### config.mk
export PLATFORM = sky130hd
export DESIGN_NAME = gbfs_ram
export DESIGN_NICKNAME = d
export VERILOG_FILES = /design/src/rtl/gbfs_ram.sv
export SDC_FILE = /design/constraint.sdc
export NUM_CORES = 1
export LEC_CHECK = 0
export ABC_AREA = 1
export BUFFER_PORTS_ARGS = -buffer_cell sky130_fd_sc_hd__buf_2
export CAP_MARGIN = 20
export CORE_MARGIN = 2
export CORE_UTILIZATION = 30
export DETAILED_ROUTE_END_ITERATION = 8
export PLACE_DENSITY = 0.51
export REMOVE_ABC_BUFFERS = 1
export SYNTH_ARGS = -nofsm -noshare
export SYNTH_HDL_FRONTEND = slang
export SYNTH_SLANG_ARGS = --single-unit
### constraint.sdc
create_clock -name clk_i -period 2.8 [get_ports clk_i]
set_clock_uncertainty 0.05 [all_clocks]
set_input_delay 0.42 -clock clk_i [delete_from_list [all_inputs] [get_ports clk_i]]
set_output_delay 0.42 -clock clk_i [all_outputs]
set_load 0.02 [all_outputs]
### src/rtl/gbfs_ram.sv
module gbfs_ram #(
  parameter int unsigned WIDTH = 8,
  parameter int unsigned DEPTH = 64
) (
  input  logic                     clk_i,
  input  logic                     we_i,
  input  logic [$clog2(DEPTH)-1:0] waddr_i,
  input  logic [WIDTH-1:0]         wdata_i,
  input  logic [$clog2(DEPTH)-1:0] raddr_i,
  output logic [WIDTH-1:0]         rdata_o
);

  logic [WIDTH-1:0] mem_q [DEPTH];
  logic [WIDTH-1:0] rdata_q;

  // One write port and one read port; read data is registered.
  always_ff @(posedge clk_i) begin
    if (we_i) begin
      mem_q[waddr_i] <= wdata_i;
    end
    rdata_q <= mem_q[raddr_i];
  end

  assign rdata_o = rdata_q;

endmodule

==> impl_summary.md, run 1 <==
Final layout
At the end of the flow, the number of nets in the layout was 1,917. The proportion of layout cells with a drive suffix above 1 is 11.71%. For this run, the share of the core covered by cells in the final layout is 35.10%. The library cell used most frequently in the layout, excluding fill and tap cells, is sky130_fd_sc_hd__nand2_1. The layout has 6,859 filler cells. In the layout the commonest cells are 648 x sky130_fd_sc_hd__nand2_1, 512 x sky130_fd_sc_hd__edfxtp_1, 439 x sky130_fd_sc_hd__nand3_1, 103 x sky130_fd_sc_hd__buf_4.

The area growth from synthesis to layout is 15.57%. Leaving out filler cells and counting taps, the final layout contains 2,882.

Logic synthesis
The multiplexer area fraction after synthesis is 0%. After technology mapping, the gate count stands at 1,805. Of the total synthesized cell area, the portion taken by XOR and XNOR cells is 0%. After Yosys synthesis, and, or, nand and nor cells account for 23.18% of the synthesized area. The dominant cell type by area after synthesis is sky130_fd_sc_hd__edfxtp_1. The synthesized netlist devotes 0% of its cell area to compound gates. The synthesized-area fraction occupied by adder cells is 0%.

Ranked by total cell area, the synthesized netlist is headed by sky130_fd_sc_hd__edfxtp_1 72%, sky130_fd_sc_hd__nand2_1 11%, sky130_fd_sc_hd__nand3_1 10%, sky130_fd_sc_hd__buf_6 1.8%, sky130_fd_sc_hd__nor2_1 0.99%. The number of warnings printed during yosys synthesis is 0. The post-synthesis average cell area is 11.82 µm². The number of storage elements in the synthesis netlist is 520. The portion of the post-synthesis area used by sequential elements is 72.80%. The proportion of netlist area held by the largest area contributor is 72.05%.

The distinct cell type count after synthesis is 16. By area, the combinational part of the netlist is dominated by simple AND/OR/NAND/NOR gates. The synthesized cell area is 0.02134 mm².

Floorplanning
The I/O pin count is 30. The overall die height is 270.7 µm. In this run the horizontal extent of the chip is 270.7 µm. The starting density of the core is 30.37%. The region available for standard cell placement spans 0.07027 mm².

The cell row count is 97. The die covers 0.07328 mm².

STA
The max-slew violation count is 0. The actual slew at the worst max-slew pin is 0.9949 ns. The minimum period implied by the final worst setup slack is 1.723 ns. The maximum clock frequency is 0.5803 GHz.

The worst path uses 61.54% of the clock period. Measured against its own limit, the worst slew margin works out to 33.60%. Setup repair after global routing left no endpoint under its margin. Setup violations remaining at the end of the flow were counted as 0. The final number of hold-violating endpoints is 0. Summed over all failing endpoints, the final setup total negative slack is 0 ns.

Worst setup path
In this design, the largest share of critical-path delay is due to flip-flops. The highest net fanout along the worst path is 1. The worst register-to-register path begins at mem_q[49][5]$_DFFE_PP_. The worst endpoint required time is 2.33 ns. For this run, the slowest stage of the critical path takes 0.43 ns. The worst setup path is of the reg2out kind. The data arrival time of the critical path is 1.25 ns. The signal on the critical path passes through buf_2. STA classifies the critical path endpoint as a primary output. The type of origin of the critical path is a register. The critical path launch point is rdata_o[3]$_DFF_P_.

The count of buffering cells on the critical path with inverters included is 1. The slowest stage of the critical path is the sky130_fd_sc_hd__dfxtp_1 cell.

Global routing
The initial antenna violation count is 4. The global-route wire length before repair is 88,840 µm. The total congestion overflow after global routing is 0.

The global-route total usage across every layer is 16.03%. The largest net degree at the start of global routing is 147. The via count of the first global-routing pass is 13,860.

CTS
The number of buffers inserted for hold repair after clock tree synthesis is 0. The count of clock tree sinks is 520. The number of resized instances in the post-cts repair step is 0. In this run, CTS created clock tree buffers numbering 55. The number of levels in the clock H-tree is 2.

The setup fix buffers added after clock tree synthesis is 0. The insertion delay to the later sink of the worst-skew pair is 0.62 ns. The cell sitting at the root of the clock tree is a sky130_fd_sc_hd__clkbuf_16. In this run the deepest clock path goes through 3 buffers. TritonCTS built the clock tree.

The clock-pin slew on the worst setup and hold paths is 0.06 ns.

Placement
Routability-driven placement finished with a final weighted congestion of 0.7968. The number of placed instances, taps included, is 2,778. The count of buffers inserted at the top-level ports is 29. The half-perimeter wire length after placement is 35,330 µm.

Run
The number of max-cap violations is 0.

Detailed routing
Dividing the detail-routed wire length by the instance count gives 20.42 µm. In the routed layout, each cell is associated on average with a via count of 4.822. For this block, the initial DRC count from the detailed router was 1,213. The post-detailed-route DRC marker count is 0. Before antenna repair, the detailed router went through 5 iterations. The total wire length is 58,840 µm.

The count of nets left with antenna violations once routing finished came out at 0. The detailed router placed 13,900 vias in this run.

Outcome
The run finished with clean final reports.

Worst hold path
The min-delay analysis places its worst path in the category in2reg. The worst hold path begins at raddr_i[5].

Power
The design draws 16,720 µW. For this design the ratio of total power to cell area is 678.0 mW/mm². The analysis attributes to cell leakage a power of 0.008888 µW. The worst voltage drop across the vdd grid is 0.0003597 V.
-- worst paths after layout --
check / to / slack [ns] / depth (start not counted)
setup / recovery: rdata_o[3] / 1.08 / 1
hold / removal: rdata_o[4]$_DFF_P_ / 0.12 / 3
setup reg to reg: rdata_o[5]$_DFF_P_ / 1.39 / 8
hold reg to reg: rdata_o[7]$_DFF_P_ / 0.77 / 8
-- cell families (layout without fill, tap and decap cells) --
group | Yosys count | after routing
other | 0 | 3
DFF | 520 | 520
buffers and inverters | 125 | 259
and+or+nand+nor | 1160 | 1160
-- synth_stat cells --
master and count:
sky130_fd_sc_hd__nor2_1 56, sky130_fd_sc_hd__buf_6 35, sky130_fd_sc_hd__nand4_1 9, sky130_fd_sc_hd__buf_1 10, sky130_fd_sc_hd__nand2_1 648, sky130_fd_sc_hd__buf_4 14, sky130_fd_sc_hd__inv_2 1, sky130_fd_sc_hd__edfxtp_1 512
sky130_fd_sc_hd__clkbuf_1 15, sky130_fd_sc_hd__nor4_1 8, sky130_fd_sc_hd__inv_6 1, sky130_fd_sc_hd__inv_1 10, sky130_fd_sc_hd__buf_2 37, sky130_fd_sc_hd__nand3_1 439, sky130_fd_sc_hd__buf_8 2, sky130_fd_sc_hd__dfxtp_1 8
-- state kept, by name, summed over array words and instances, names as in the netlist --
name     cells
mem_q      512
rdata_o      8
-- per-stage QoR --
step / hold slack, ns / setup WS, ns / instance area (µm²)
finish: 0.1190 / 1.077 / 24660
global route: 0.1077 / 0.9638 / 24660
CTS: 0.07264 / 1.055 / 24650
detailed placement: 0.7368 / 0.4669 / 22930
global placement: 0.7395 / 0.4585 / 22930
floorplan: 0.4689 / -0.1869 / 20530
-- power breakdown --
group	internal (µW)	switching, µW
logic	285	810
registers	8610	31.2
clock network	4010	2970
total	12900	3810
-- per-layer routing --
layer | up-vias | routed length, µm | share of wire, % | track usage, %
li1 | 6521 | - | - | -
met1 | 6865 | 26390 | 45 | 22.10
met2 | 404 | 27430 | 47 | 25.86
met3 | 106 | 3357 | 5.7 | 2.689
met4 | 2 | 1660 | 2.8 | 4.914
met5 | - | 12 | 0.020 | 0
-- cell type report --
cell class / instances / area, µm² / share of cell area (%)
diodes: 3 / 7.507 / 0.03044
clock buffers: 77 / 1540 / 6.245
clock inverters: 24 / 182.7 / 0.7407
inverters: 12 / 52.55 / 0.2131
multi-input cells: 1160 / 4946 / 20.05
flip-flops and latches: 520 / 15530 / 62.99
well taps: 940 / 1176 / 4.769
repair buffers: 146 / 1222 / 4.957
No activity file was read; power rests on OpenSTA's default activity.
==> run 2: changes to the inputs <==
--- a/config.mk
+++ b/config.mk
@@ -11,7 +11,7 @@
 export CORE_MARGIN = 2
 export CORE_UTILIZATION = 30
 export DETAILED_ROUTE_END_ITERATION = 8
-export PLACE_DENSITY = 0.51
+export PLACE_DENSITY = 0.52
 export REMOVE_ABC_BUFFERS = 1
 export SYNTH_ARGS = -nofsm -noshare
 export SYNTH_HDL_FRONTEND = slang
==> constraint.sdc (replaced) <==
create_clock -name clk_i -period 1.5 [get_ports clk_i]
set_clock_uncertainty 0.05 [all_clocks]
set_input_delay 0.225 -clock clk_i [delete_from_list [all_inputs] [get_ports clk_i]]
set_output_delay 0.225 -clock clk_i [all_outputs]
set_load 0.02 [all_outputs]
==> run 2 against run 1 <==
  * Clock-buffer cell count down 15
  * Largest cell class unchanged
  * Highest routed layer unchanged
  * Cell count up 2.4%
  * Cell area rose by 3.5%
  * Via count grew 0.68%
  * Sequential power up 86%
  * Register-to-register slack worse by 1.3 ns
  * Die area is the same
  * Sequential share of layout area fell by 2.1 points
  * First-iteration DRC count increased by 3.4%
  * Critical endpoint is now rdata_o[2]
==> impl_summary.md, run 2 (synthesis gave the netlist of run 1 again) <==
Outcome
The flow ran to the end, and the final reports show no timing, DRC or antenna violations.

Floorplanning
The die is 270.7 µm wide. The starting density of the core is 30.37%. The area of the die is 0.07328 mm². From bottom edge to top edge, the die measures 270.7 µm. The cell row count is 97. The area of the core region is 0.07027 mm². The I/O pin count is 30.

CTS
Buffers inserted during clock tree synthesis total 54. The number of levels in the clock H-tree is 2. The tree built by TritonCTS fans out to 520 sinks. TritonCTS built the clock tree. The clock-pin slew on the worst setup and hold paths is 0.06 ns. The insertion delay to the later sink of the worst-skew pair is 0.61 ns. Clock tree synthesis selected as its root buffer the cell sky130_fd_sc_hd__clkbuf_16. The buffer levels on the longest clock path is 3.

Detailed routing
The detail route stage leaves a number of antenna-violating nets equal to 0. Before antenna repair, the detailed router went through 5 iterations. For this block, the via count after detailed routing is 13,990. Wires add up to 58,360 µm.

In the routed design, unresolved DRC markers number 0. The number of vias per cell after detailed routing is 4.742. The average wire per standard cell is 19.78 µm. The number of violations reported at the end of detailed-routing iteration 0 is 1,254.

Power
In this run, flip-flops and latches consume 51.3% of the power. Across the VDD grid, the largest voltage drop is 0.0008610 V. Overall power consumption after layout is estimated at 31,440 µW. In this run, the combinational gates consume 7.3% of the power. The internal power summed over all cells is 24,350 µW. The clock network is responsible for 41.4% of the overall power.

The analysis attributes to net switching a power of 7089 µW. The leakage power summed over all cells is 0.009338 µW. Net switching is 22.55% of the power. Dividing total power by cell area gives a power density of 1231 mW/mm².

STA
The maximum clock frequency is 0.6844 GHz. The clock period could shrink to 1.461 ns. The final number of hold-violating endpoints was 0. The actual slew at the worst max-slew pin is 0.5302 ns. Measured against its own limit, the worst slew margin works out to 64.65%. Setup repair after global routing left no endpoint under its margin.

Across all setup checks in the final design, the least slack found is 0.03881 ns. The final worst hold slack is 0.05652 ns. Setup violations remaining at the end of the flow were counted as 0. The share of the cycle needed by the critical path after routing is 97.41%. In the final timing run, aggregate negative setup slack is 0 ns. The max-slew violation count is 0.

Final layout
The top cell types in the final layout, fill and taps aside, are 648 x sky130_fd_sc_hd__nand2_1, 512 x sky130_fd_sc_hd__edfxtp_1, 435 x sky130_fd_sc_hd__nand3_1, 154 x sky130_fd_sc_hd__buf_4, 56 x sky130_fd_sc_hd__nor2_1. The register with the most flip-flops in the layout has 512 of them. The total number of nets in the final design is 1,990. The number of antenna diodes in the final layout is 0. The library cell used most frequently in the layout, excluding fill and tap cells, is sky130_fd_sc_hd__nand2_1.

The count of cells in the finished layout, fillers not included, comes to 2,951. The area growth from synthesis to layout is 19.67%. Of the cells placed in the final design, the portion with a size suffix greater than 1 is 15.12%. Counting flops per register, the top entry is mem_q.

Worst setup path
In this design, the stage delay of the slowest critical-path cell is 0.33 ns. The critical path goes through buf_2. In this run the register-to-register setup slack is 0.09 ns. The cell with the largest stage delay on the worst path is sky130_fd_sc_hd__dfxtp_1.

STA classifies the critical path startpoint as a register. Data arrives at the worst endpoint at 1.19 ns. The worst setup path is captured at a primary output. The kind of cell adding the most delay to the critical path is flip-flops. In this run the critical register-to-register path is captured at rdata_o[4]$_DFF_P_.

The highest net fanout along the worst path is 1. The worst endpoint required time is 1.22 ns. The worst register-to-register path begins at mem_q[52][4]$_DFFE_PP_.

The count of buffering cells on the critical path with inverters included is 1. The worst setup path is of the reg2out kind. For the worst flop-to-flop path, the logic depth is 8.

Global routing
The global-route total usage across every layer is 15.94%. The global-route wire length before repair is 87,680 µm. Summed over all layers, the global routing overflow is 0. The via count of the first global-routing pass is 13,870. The initial antenna violation count came to 2.

Entering global routing, the biggest net connects 65 pins.

Worst hold path
The min-delay analysis places its worst path in the category in2reg. For hold timing, the worst endpoint is rdata_o[0]$_DFF_P_. The worst hold path stage count is 4. The worst min-delay path startpoint is raddr_i[4].

Placement
The number of placed instances, taps included, is 2,851. The half-perimeter wire length after placement is 37,530 µm. The worst setup timing slack at the placement stage is -0.3945 ns. The final RePlAce weighted congestion is 0.8441. During placement, the flow inserted port buffers numbering 29.

Run
The number of max-cap violations is 0.
-- run 2: cell types whose count changed in the layout (fill, tap and decap cells not counted), sizes merged --
cell         before  now
bufinv            2    5
clkinvlp          0    5
diode             3    0
clkinv           21   26
clkbuf           78   63
buf             145  218
dlygate4sd3       0    1
-- run 2: layout make-up --
type                    instances  area (µm²)
repair buffers                220        2092
inverters                      12       52.55
fillers                      6842       44730
flip-flops and latches        520       15540
well taps                     940        1176
multi-input cells            1160        4966
clock inverters                37       310.3
clock buffers                  62        1403
-- run 2: power groups by stage --
stage | clock network (µW) | registers, µW | logic [µW]
2_1_floorplan | 0 | 16500 | 812
3_3_place_gp | 0 | 16400 | 2310
3_5_place_dp | 0 | 16400 | 2320
4_1_cts | 13300 | 16100 | 2330
5_1_grt | 13800 | 16100 | 2520
6_report | 13000 | 16100 | 2310
-- run 2: worst max path at each step --
stage                                   from                 end  slack (ns)  cells past startpoint
after floorplan                   raddr_i[1]  rdata_o[7]$_DFF_P_       -1.29                      8
after global placement            raddr_i[0]  rdata_o[3]$_DFF_P_       -0.39                     13
after detailed placement          raddr_i[1]  rdata_o[2]$_DFF_P_       -0.39                     11
after CTS                 rdata_o[2]$_DFF_P_          rdata_o[2]       0.003                      1
after global routing      rdata_o[2]$_DFF_P_          rdata_o[2]        0.01                      1
final                     rdata_o[2]$_DFF_P_          rdata_o[2]        0.04                      1
-- run 2: repair_timing --
item / CTS / global route
endpoints found under the setup margin: 3 / 4
gates cloned: 0 / 0
resized for setup: 5 / 5
setup buffers: 0 / 0
hold buffers: 1 / 0
endpoints found under the hold margin: 7 / 0
-- run 2: routing by layer --
metal  part of all wire, %  global-route usage, %  routed length, µm  up-vias
met2                    48                  26.42              27770      399
met3                   5.9                  2.751               3460      100
met4                   3.1                  5.946               1838        2
li1                      -                      -                  -     6679
met1                    43                  20.92              25280     6813
met5                 0.029                      0                 17        -
-- run 2: per-stage QoR --
step / utilization [%] / area (µm²)
4_1_cts: 36.31 / 25510
5_1_grt: 36.34 / 25540
3_3_place_gp: 33.84 / 23780
3_5_place_dp: 33.84 / 23780
2_1_floorplan: - / 20530
6_report: 36.34 / 25540
==> run 3: changes to the inputs <==
--- a/config.mk
+++ b/config.mk
@@ -10,6 +10,7 @@
 export CAP_MARGIN = 20
 export CORE_MARGIN = 2
 export CORE_UTILIZATION = 30
+export CTS_BUF_LIST = sky130_fd_sc_hd__clkbuf_4 sky130_fd_sc_hd__clkbuf_8
 export DETAILED_ROUTE_END_ITERATION = 8
 export PLACE_DENSITY = 0.52
 export REMOVE_ABC_BUFFERS = 1
==> run 3 against run 2 <==
  * Sequential power about the same
  * First-iteration DRC count increased by 2.4%
  * Core utilization decreased by 0.089 points
  * Register-to-register slack about the same
==> impl_summary.md, run 3 (synthesis gave the netlist of run 1 again) <==
Outcome
The run finished with clean final reports.

Power
The total net switching power is 7193 µW. The worst voltage drop across the vdd grid is 0.0008964 V. In this run the power density over the cells is 1191 mW/mm². The switching share of total power is 23.71%. The leakage power summed over all cells is 0.009368 µW. The share of total power in combinational logic is 7.7%.

The sequential group share of total power is 53.2%. Cell internal power was estimated by the tool at 23,140 µW. The clock share of power is 39.1%. The sum of internal, switching and leakage power is 30,330 µW.

Final layout
The register with the most flip-flops in the final layout is mem_q. The library cells used most frequently in the layout, excluding fill and tap cells, are 648 x sky130_fd_sc_hd__nand2_1, 512 x sky130_fd_sc_hd__edfxtp_1, 435 x sky130_fd_sc_hd__nand3_1, 156 x sky130_fd_sc_hd__buf_4, 86 x sky130_fd_sc_hd__clkbuf_8. Leaving out fill and tap cells, the most frequent cell in the layout is sky130_fd_sc_hd__nand2_1. The proportion of layout cells with a drive suffix above 1 is 17.37%. The non-filler instance count after layout is 3,002.

The area growth from synthesis to layout is 19.38%. In the final design database the tool counted 2,022 nets. The flip-flop count of the largest register, all copies and words added is 512.

CTS
TritonCTS created 85 clock buffers. The setup fix buffers added after clock tree synthesis is 0. The buffer levels on the longest clock path is 3. The insertion delay to the later sink of the worst-skew pair is 0.68 ns. In this run the number of H-tree levels came out at 3. The tree built by TritonCTS fans out to 520 sinks. The clock root buffer is sky130_fd_sc_hd__clkbuf_8. After clock tree synthesis, the clock-pin slew on the worst setup and hold paths is 0.06 ns.

The clock tree from TritonCTS is done.

Worst setup path
STA classifies the critical path startpoint as a register. The worst endpoint required time is 1.22 ns. For the worst setup path, the data arrival time is 1.19 ns. The critical setup path kind is reg2out. The register-to-register setup slack is 0.09 ns. Traced cell by cell, the critical path runs through buf_8. In this run the number of cells on the critical path is 1.

The highest net fanout along the worst path is 1. The kind of end point of the critical path is a primary output. On the critical path, the stage with the largest delay is an instance of sky130_fd_sc_hd__dfxtp_4.

The depth of the worst register-to-register path is 8. In this design, the stage delay of the slowest critical-path cell is 0.37 ns. The kind of cell adding the most delay to the critical path is flip-flops. Counting both buffers and inverters, the worst setup path holds a total of 1.

Placement
Port buffering added 29 buffers. The number of placed instances, taps included is 2,851. The final RePlAce weighted congestion is 0.8441.

Summed over all nets, the half-perimeter wirelength after detailed placement is 37,530 µm.

Detailed routing
The number of nets with antenna violations after routing is 0. The routed design has 58,910 µm of wire. The post-detailed-route DRC marker count is 0.

The number of vias per cell after detailed routing is 4.755. The via count is 14,270. The number of violations reported at the end of detailed-routing iteration 0 is 1,284. The first detailed-routing pass took 7 iterations.

The average wire per standard cell is 19.62 µm.

Global routing
The via count of the first global-routing pass is 14,190. Entering global routing, the biggest net connects 65 pins. Global routing used 16.12% of the available tracks across all layers. The global-route wire length before repair is 88,420 µm. The initial antenna violation count is 2. The total overflow left after global routing is 0.

Floorplanning
The horizontal extent of the die is 270.7 µm. The floorplan step defined a die boundary enclosing 0.07328 mm². The area of the core region is 0.07027 mm².

In this run the count of I/O pins placed on the die edge is 30. The cell row count is 97. The die is 270.7 µm tall. The starting density of the core is 30.37%.

STA
The minimum period implied by the final worst setup slack is 1.469 ns. The max-slew violation count is 0. After layout, the worst path uses 97.91% of the clock period.

In this run the tightest slew margin relative to its limit is 64.89%. Setup repair after global routing left no endpoint under its margin. Setup violations remaining at the end of the flow were counted as 0. The final number of hold-violating endpoints is 0. For the pin with the worst max-slew slack, the measured transition is 0.5266 ns. Static timing analysis puts the maximum clock frequency at 0.6809 GHz.

Worst hold path
The path class of the tightest hold or removal check is in2reg. The worst hold path stage count is 1.

Run
Across the run, the number of max-cap violations was 0.
-- run 3: changes by cell type in the layout (fill, tap and decap cells not counted), sizes merged, moves of 2 or more --
cell and delta:
clkinv +2, inv +3, clkinvlp -2, bufinv -3, clkbuf +49
-- run 3: worst paths after layout --
check / startpoint / end
hold reg to reg: mem_q[52][0]$_DFFE_PP_ / rdata_o[0]$_DFF_P_
hold / removal: wdata_i[5] / mem_q[62][5]$_DFFE_PP_
setup / recovery: rdata_o[0]$_DFF_P_ / rdata_o[0]
setup reg to reg: mem_q[55][4]$_DFFE_PP_ / rdata_o[4]$_DFF_P_
-- run 3: final cells by class --
class,instances,area [µm²]
fillers,6887,44800
flip-flops and latches,520,15540
multi-input cells,1160,4966
repair buffers,221,2130
clock buffers,111,1365
well taps,940,1176
clock inverters,37,237.7
inverters,12,52.55
diodes,1,2.502
-- run 3: per-stage QoR --
step / utilization, % / hold slack [ns] / instance area [µm²] / setup WS, ns / TNS (ns)
2_1_floorplan: - / 0.2739 / 20530 / -1.292 / -32.15
3_3_place_gp: 33.84 / 0.5949 / 23780 / -0.3854 / -11.01
3_5_place_dp: 33.84 / 0.5925 / 23780 / -0.3945 / -12.00
4_1_cts: 36.22 / 0.002308 / 25450 / -0.01396 / -0.01396
5_1_grt: 36.25 / 0.03102 / 25470 / 0.004925 / 0
6_report: 36.25 / 0.02435 / 25470 / 0.03134 / 0
-- run 3: timing repair --
action | CTS | global route
resized for setup | 19 | 4
setup endpoints to repair | 8 | 3
endpoints found under the hold margin | 8 | 0
cloned | 0 | 0
hold buffers | 2 | 0
-- run 3: layer usage --
metal	up-vias	routed length, µm	global-route usage (%)
li1	6759	-	-
met1	6969	25350	20.86
met2	439	28190	26.57
met3	105	3607	3.133
met4	2	1743	6.484
met5	-	13	0
-- run 3: power by group through the flow --
stage / clock (µW) / sequential (µW) / combinational (µW)
after floorplan: 0 / 16500 / 812
after global placement: 0 / 16400 / 2310
after detailed placement: 0 / 16400 / 2320
after CTS: 12100 / 16100 / 2350
after global routing: 12700 / 16100 / 2540
final: 11900 / 16100 / 2340
